File: src/hw/rtl/sls_pkg.sv
`timescale 1ns / 1ps
// ---------------------------------------------------------------------------
// sls_pkg
// Shared sizes, codes and the per-cell command for the searchable stack.
// ---------------------------------------------------------------------------
package sls_pkg;

  localparam int unsigned DEPTH       = 16;
  localparam int unsigned VALUE_WIDTH = 32;
  localparam int unsigned CNT_W       = $clog2(DEPTH + 1);

  // Action codes carried by an item
  typedef enum logic [2:0] {
    ACT_PUSH    = 3'd0,
    ACT_POP     = 3'd1,
    ACT_REMOVE  = 3'd2,
    ACT_FIND    = 3'd3,
    ACT_REVERSE = 3'd4,
    ACT_CLEAR   = 3'd5
  } act_e;

  // Result status codes
  typedef enum logic [1:0] {
    STS_OK   = 2'd0,
    STS_MISS = 2'd1,
    STS_FULL = 2'd2
  } status_e;

  // What every cell does in a cycle
  typedef enum logic [2:0] {
    CELL_HOLD,
    CELL_PUSH,
    CELL_POP,
    CELL_REMOVE,
    CELL_REV_SHIFT,
    CELL_REV_COPY
  } cell_op_e;

  typedef struct packed {
    cell_op_e                 op;
    logic [VALUE_WIDTH-1:0]   value;
  } cell_cmd_t;

endpackage

File: src/hw/rtl/sls_cell.sv
`timescale 1ns / 1ps
// ---------------------------------------------------------------------------
// sls_cell
// One stack position: a main entry register, an auxiliary register used
// while reversing, and a compare against the broadcast search value.
// ---------------------------------------------------------------------------
module sls_cell (
  input  logic                               clk_i,
  input  sls_pkg::cell_cmd_t                 cmd_i,
  input  logic                               valid_i,  // position is held
  input  logic [sls_pkg::VALUE_WIDTH-1:0]    a_up_i,   // main entry nearer the top
  input  logic [sls_pkg::VALUE_WIDTH-1:0]    a_dn_i,   // main entry nearer the bottom
  input  logic [sls_pkg::VALUE_WIDTH-1:0]    b_up_i,   // auxiliary entry nearer the top
  input  logic                               match_i,  // a match sits above this cell
  output logic                               match_o,
  output logic [sls_pkg::VALUE_WIDTH-1:0]    a_o,
  output logic [sls_pkg::VALUE_WIDTH-1:0]    b_o
);

  logic [sls_pkg::VALUE_WIDTH-1:0] a_q, a_d;
  logic [sls_pkg::VALUE_WIDTH-1:0] b_q, b_d;

  // Match chain: set from the topmost held match downwards
  assign match_o = match_i | (valid_i & (a_q == cmd_i.value));

  // Next entry values
  always_comb begin
    a_d = a_q;
    b_d = b_q;
    unique case (cmd_i.op)
      sls_pkg::CELL_PUSH:      a_d = a_up_i;
      sls_pkg::CELL_POP:       a_d = a_dn_i;
      sls_pkg::CELL_REMOVE: begin
        if (match_o) begin
          a_d = a_dn_i;
        end
      end
      sls_pkg::CELL_REV_SHIFT: begin
        a_d = a_dn_i;
        b_d = b_up_i;
      end
      sls_pkg::CELL_REV_COPY:  a_d = b_q;
      default:                 ;
    endcase
  end

  // Entry storage, no reset: only held positions are ever read
  always_ff @(posedge clk_i) begin
    a_q <= a_d;
    b_q <= b_d;
  end

  assign a_o = a_q;
  assign b_o = b_q;

endmodule

File: src/hw/rtl/searchable_lifo_stack.sv
`timescale 1ns / 1ps
// ---------------------------------------------------------------------------
// searchable_lifo_stack
// Bounded LIFO stack with push, pop, remove-by-value, find, reverse and
// clear, built as a row of cells with the top of stack in cell 0.
// ---------------------------------------------------------------------------
//
//  Channel  | Handshake            | Payload
//  ---------+----------------------+------------------------------------
//  command  | start / busy         | action_i, value_i
//  result   | valid_o (one cycle)  | status_o, out_value_o, entry_count_o
//
//  Push, pop, remove, find, clear and unused codes are answered from the
//  result registers: the result is on the ports the cycle after the item is
//  taken, and a new item may be taken in that same cycle.
//  Reverse of n >= 2 entries holds busy high for n shifts
//  through the auxiliary cell chain, then one parallel copy back.
//  Reset clears the entry count and the control state; cell contents are
//  left as they are. Results cannot be stalled by the receiver.
// ---------------------------------------------------------------------------
module searchable_lifo_stack (
  input  logic                                clk_i,
  input  logic                                rst_ni,
  input  logic                                start,
  output logic                                busy,
  input  logic [2:0]                          action_i,
  input  logic [sls_pkg::VALUE_WIDTH-1:0]     value_i,
  output logic                                valid_o,
  output logic [1:0]                          status_o,
  output logic [sls_pkg::VALUE_WIDTH-1:0]     out_value_o,
  output logic [sls_pkg::CNT_W-1:0]           entry_count_o
);

  typedef enum logic [1:0] {
    ST_IDLE,
    ST_REV_SHIFT,
    ST_REV_COPY
  } state_e;

  state_e                          state_q, state_d;
  logic [sls_pkg::CNT_W-1:0]       held_q, held_d;
  logic [sls_pkg::CNT_W-1:0]       rev_cnt_q, rev_cnt_d;
  logic                            valid_q, valid_d;
  sls_pkg::status_e                status_q, status_d;
  logic [sls_pkg::VALUE_WIDTH-1:0] out_value_q, out_value_d;

  sls_pkg::cell_cmd_t              cmd;
  logic [sls_pkg::VALUE_WIDTH-1:0] a_w [sls_pkg::DEPTH];
  logic [sls_pkg::VALUE_WIDTH-1:0] b_w [sls_pkg::DEPTH];
  logic [sls_pkg::DEPTH:0]         match_w;
  logic                            match_any;

  assign match_w[0] = 1'b0;
  assign match_any  = match_w[sls_pkg::DEPTH];

  // Row of cells, cell 0 is the top of stack
  for (genvar i = 0; i < sls_pkg::DEPTH; i++) begin : g_cell
    logic [sls_pkg::VALUE_WIDTH-1:0] a_up, a_dn, b_up;
    logic                            cell_valid;

    assign cell_valid = (held_q > sls_pkg::CNT_W'(i));

    if (i == 0) begin : g_top
      assign a_up = cmd.value;
      assign b_up = a_w[0];
    end else begin : g_mid
      assign a_up = a_w[i-1];
      assign b_up = b_w[i-1];
    end

    if (i == sls_pkg::DEPTH - 1) begin : g_bottom
      assign a_dn = '0;
    end else begin : g_upper
      assign a_dn = a_w[i+1];
    end

    sls_cell u_cell (
      .clk_i   (clk_i),
      .cmd_i   (cmd),
      .valid_i (cell_valid),
      .a_up_i  (a_up),
      .a_dn_i  (a_dn),
      .b_up_i  (b_up),
      .match_i (match_w[i]),
      .match_o (match_w[i+1]),
      .a_o     (a_w[i]),
      .b_o     (b_w[i])
    );
  end

  // Control: decode an item, sequence a reverse
  always_comb begin
    state_d     = state_q;
    held_d      = held_q;
    rev_cnt_d   = rev_cnt_q;
    valid_d     = 1'b0;
    status_d    = status_q;
    out_value_d = out_value_q;
    cmd.op      = sls_pkg::CELL_HOLD;
    cmd.value   = value_i;

    unique case (state_q)
      ST_IDLE: begin
        if (start) begin
          valid_d     = 1'b1;
          status_d    = sls_pkg::STS_OK;
          out_value_d = '0;
          case (sls_pkg::act_e'(action_i))
            sls_pkg::ACT_PUSH: begin
              if (held_q == sls_pkg::CNT_W'(sls_pkg::DEPTH)) begin
                status_d = sls_pkg::STS_FULL;
              end else begin
                cmd.op = sls_pkg::CELL_PUSH;
                held_d = held_q + 1'b1;
              end
            end
            sls_pkg::ACT_POP: begin
              if (held_q == '0) begin
                status_d = sls_pkg::STS_MISS;
              end else begin
                cmd.op      = sls_pkg::CELL_POP;
                out_value_d = a_w[0];
                held_d      = held_q - 1'b1;
              end
            end
            sls_pkg::ACT_REMOVE: begin
              if (match_any) begin
                cmd.op      = sls_pkg::CELL_REMOVE;
                out_value_d = value_i;
                held_d      = held_q - 1'b1;
              end else begin
                status_d = sls_pkg::STS_MISS;
              end
            end
            sls_pkg::ACT_FIND: begin
              if (!match_any) begin
                status_d = sls_pkg::STS_MISS;
              end
            end
            sls_pkg::ACT_REVERSE: begin
              // short stacks are already their own reverse
              if (held_q > sls_pkg::CNT_W'(1)) begin
                valid_d   = 1'b0;
                rev_cnt_d = held_q;
                state_d   = ST_REV_SHIFT;
              end
            end
            sls_pkg::ACT_CLEAR: held_d = '0;
            default:            ;
          endcase
        end
      end
      ST_REV_SHIFT: begin
        cmd.op    = sls_pkg::CELL_REV_SHIFT;
        rev_cnt_d = rev_cnt_q - 1'b1;
        if (rev_cnt_q == sls_pkg::CNT_W'(1)) begin
          state_d = ST_REV_COPY;
        end
      end
      ST_REV_COPY: begin
        cmd.op      = sls_pkg::CELL_REV_COPY;
        valid_d     = 1'b1;
        status_d    = sls_pkg::STS_OK;
        out_value_d = '0;
        state_d     = ST_IDLE;
      end
      default: state_d = ST_IDLE;
    endcase
  end

  // State and registered result
  always_ff @(posedge clk_i or negedge rst_ni) begin
    if (!rst_ni) begin
      state_q     <= ST_IDLE;
      held_q      <= '0;
      rev_cnt_q   <= '0;
      valid_q     <= 1'b0;
      status_q    <= sls_pkg::STS_OK;
      out_value_q <= '0;
    end else begin
      state_q     <= state_d;
      held_q      <= held_d;
      rev_cnt_q   <= rev_cnt_d;
      valid_q     <= valid_d;
      status_q    <= status_d;
      out_value_q <= out_value_d;
    end
  end

  assign busy          = (state_q != ST_IDLE);
  assign valid_o       = valid_q;
  assign status_o      = status_q;
  assign out_value_o   = out_value_q;
  assign entry_count_o = held_q;

endmodule

File: config.mk
export PLATFORM = sky130hd
export DESIGN_NAME = searchable_lifo_stack
export DESIGN_NICKNAME = d
export VERILOG_FILES = /design/src/hw/rtl/sls_pkg.sv /design/src/hw/rtl/sls_cell.sv /design/src/hw/rtl/searchable_lifo_stack.sv
export SDC_FILE = /design/constraint.sdc
export NUM_CORES = 2
export LEC_CHECK = 0
export ABC_CLOCK_PERIOD_IN_PS = 23200
export CAP_MARGIN = 40
export CORE_ASPECT_RATIO = 1.1
export CORE_MARGIN = 5
export CORE_UTILIZATION = 50
export CTS_CLUSTER_DIAMETER = 60
export DETAILED_ROUTE_END_ITERATION = 16
export DONT_BUFFER_PORTS = 1
export PLACE_DENSITY_LB_ADDON = 0.1
export SYNTH_ARGS = -nofsm -noshare
export SYNTH_HDL_FRONTEND = slang
export SYNTH_SLANG_ARGS = --single-unit
export TNS_END_PERCENT = 30
File: constraint.sdc
create_clock -name clk_i -period 23.2 [get_ports clk_i]
set_clock_uncertainty 0.2 [all_clocks]
set_input_delay 3.48 -clock clk_i [delete_from_list [all_inputs] [get_ports clk_i]]
set_output_delay 3.48 -clock clk_i [all_outputs]
set_load 0.02 [all_outputs]
==> flow_metrics.tcl <==
set metrics [dict create \
    maxSlewViolCount 0 \
    ioPinCount 79 \
    required_ps 23550 \
    fmax_mhz 120 \
    async_flop_share_pct 4.39 \
    cts_buffer_depth 3 \
    end_kind "register" \
    place_inst 4512 \
    cts_tree "done" \
    die_h_um 341 \
    syn_nets 3478 \
    grt_pass1_vias 30800 \
    finalSetupViolCount 0 \
    gp_routability_congestion 0.968 \
    rsz0062_at_grt "false" \
    startpoint_type "input pin" \
    drc 0 \
    wl_per_cell_um 34.1 \
    cts_buffers 114 \
    final_nets 3389 \
    postCtsSetupRepairBufs 0 \
    r2r_start "entry_count_o[4]" \
    powerDensity_nw_per_um2 192 \
    dp_slack_ps 14400 \
    yosysWarnings 0 \
    firstDrtPassIters 5 \
    syn_avg_cell_area_um2 14.6 \
    p_int_w 0.00624 \
    setup-tns-final_ps 0 \
    wl_um 161000 \
    finalHoldViolCount 0 \
    max_cap_viol_count 0 \
    synth_flop_cell "edfxtp_1" \
    cts-root-buf "clkbuf_16" \
    p_comb_share_pct 39.3 \
    worstHoldStart "g_cell[1].u_cell.b_o[17]" \
    dieWidth_um 311 \
    syn-cell-area_um2 49900 \
    slew_headroom_pct 2.49 \
    die_area_um2 106000 \
    status "finished clean" \
    grt_use_total_pct 29.5 \
    yosysTopAreaCell "edfxtp_1" \
    setup.worst_path.class "input pin to register" \
    busiest_layer "met2" \
    grt_max_degree 220 \
    p_sw_w 0.00417 \
    crit_start "value_i[1]" \
    ys_ff_latch 1071 \
    seq_power_share_pct 43.8 \
    synth_area_leaders "edfxtp_1 62%, a221o_1 9.6%, and2_1 6.0%" \
    vias 31000 \
    start_util_pct 50.4 \
    num_rows 121 \
    clk_latency_ps 700 \
    fin_crit_ps 8330 \
    hold_path.class "register to register" \
    synth.top_cell.area_share_pct 61.6 \
    ys_types 68 \
    dpl.hpwl_um 112000 \
    portBuffers 0 \
    grt_pass1_wl_um 228000 \
    layout-drive-gt1-share_pct 7.41 \
    cts_max_level 3 \
    syn2layout_area_growth_pct 8.62 \
    clock_sinks 1071 \
    irDropWorstVdd_v 0.000227 \
    met3_usage_pct 3.62 \
    switching_share_pct 40.1 \
    crit_arrival_ps 8680 \
    antenna_found_initial 0 \
    crit_fanout 218 \
    grtUsageMet1_pct 37.3 \
    fillCellCount 8098 \
    ant_nets 0 \
    clockPowerShare_pct 16.8 \
    ys_seq_area_share_pct 64.0 \
    cts_resized 0 \
    clk_pin_slew_ps 60 \
    grt-ovfl-total 0 \
    power.leakage_nw 18.0 \
    drt_iter0_drc 3537 \
    fin_cells 4720 \
    synth_edf_count 1024 \
    holdBufCountCts 0 \
    viasPerCell 6.57 \
    tightest_slew_ps 1460 \
    r2r_slack_ps 16410 \
    fin_ws_ps 14870 \
    core_um2 99000 \
    synth_cells 3426 \
    finalCritPeriodShare_pct 35.9 \
    met2_usage_pct 47.7 \
]
final cells by class:
type	instances	area [µm²]	share of cell area, %
flip-flops and latches	1071	31900	58.9
repair buffers	54	706	1.30
diodes	1	2.50	0.00462
multi-input cells	2082	16400	30.2
clock inverters	47	359	0.662
inverters	14	52.6	0.0969
clock buffers	160	3180	5.86
well taps	1291	1620	2.98
final timing paths:
path / endpoint / cells past startpoint
worst max-delay path: g_cell[8].u_cell.a_o[23] / 12
worst min-delay path: g_cell[2].u_cell.b_o[17] / 0
worst max register to register: g_cell[8].u_cell.a_o[23] / 11
worst min register to register: g_cell[2].u_cell.b_o[17] / 0
max in group asynchronous: out_value_o[31] / 0
min in group asynchronous: out_value_o[9] / 0
critical path: stages:
cell	delay, ps
xor2_1	230
nor4_1	540
nand3_1	180
or4_1	700
o311ai_1	170
or3_1	310
o31a_1	270
o211a_4	730
buf_12	630
buf_4	480
buf_16	320
a221o_1	220
per-stage QoR:
stage / hold slack (ps) / instance area [µm²] / power, W / utilization, %
global placement: 220 / 50300 / 0.00840 / 50.8
finish: 231 / 54200 / 0.0104 / 54.7
floorplan: 217 / 49900 / 0.00734 / -
CTS: 236 / 54200 / 0.0104 / 54.7
global route: 245 / 54200 / 0.0108 / 54.7
detailed placement: 224 / 50700 / 0.00864 / 51.2
power by group through the flow:
stage | Sequential, W | Clock, W | Combinational, W
finish | 0.00457 | 0.00175 | 0.00410
floorplan | 0.00439 | 0 | 0.00294
detailed placement | 0.00458 | 0 | 0.00406
global placement | 0.00455 | 0 | 0.00385
global route | 0.00465 | 0.00186 | 0.00428
CTS | 0.00455 | 0.00177 | 0.00407
Yosys cell counts (3+ instances only):
master and instances:
edfxtp_1 1024, a221o_1 480, and2_1 480, xnor2_1 282, xor2_1 229, nand4_1 102
clkbuf_1 87, buf_6 85, nor4_1 79, nand2_1 69, buf_2 53, o21ai_0 49
dfrtp_1 47, nor2_1 43, a32oi_1 34, buf_4 34, a22o_1 33, nand3_1 32
nor3_1 26, a21oi_1 20, ha_1 14, inv_1 14, or3_1 8, or4_1 7
nand2b_1 6, a31oi_1 5, and3_1 5, nor4bb_1 5, and4_1 4, nand4b_1 4
o2bb2ai_1 4, or2_2 4, a211oi_1 3, nor2b_1 3, nor3b_1 3, o211ai_1 3
o22ai_1 3
cells in the final DEF, fill, tap and decap left out, drive strengths merged, types with 27 or more instances in the layout:
cell type,netlist,final
nand2,69,69
clkinv,0,34
nand4,102,102
a221o,480,480
nand3,32,32
xnor2,282,282
dfrtp,47,47
xor2,229,229
o21ai,51,51
nor3,27,27
buf,172,54
nor4,80,80
edfxtp,1024,1024
a32oi,34,34
clkbuf,87,160
a22o,33,33
nor2,43,43
and2,480,480
sequential cells by signal, indices dropped and copies added, names as in the netlist:
register and count:
valid_o 1, state_q 2, status_o 2, out_value_o 32, rev_cnt_q 5, g_cell.u_cell.a_o 512, g_cell.u_cell.b_o 512, entry_count_o 5
cells by family after synthesis:
family	share of synthesized area [%]
flip-flops	64.0
AND/OR/NAND/NOR	10.7
AO/OA/AOI/OAI	12.3
XOR/XNOR	8.97
buffers and inverters	3.72
adder cells (fa/ha/maj)	0.351
multiplexers	0.0852
routing by layer:
layer,share of wire [%],vias up
li1,-,13300
met1,38,15800
met2,47,1524
met3,6.1,391
met4,8.4,0
met5,0,-
(Power assumes the default switching activity.)
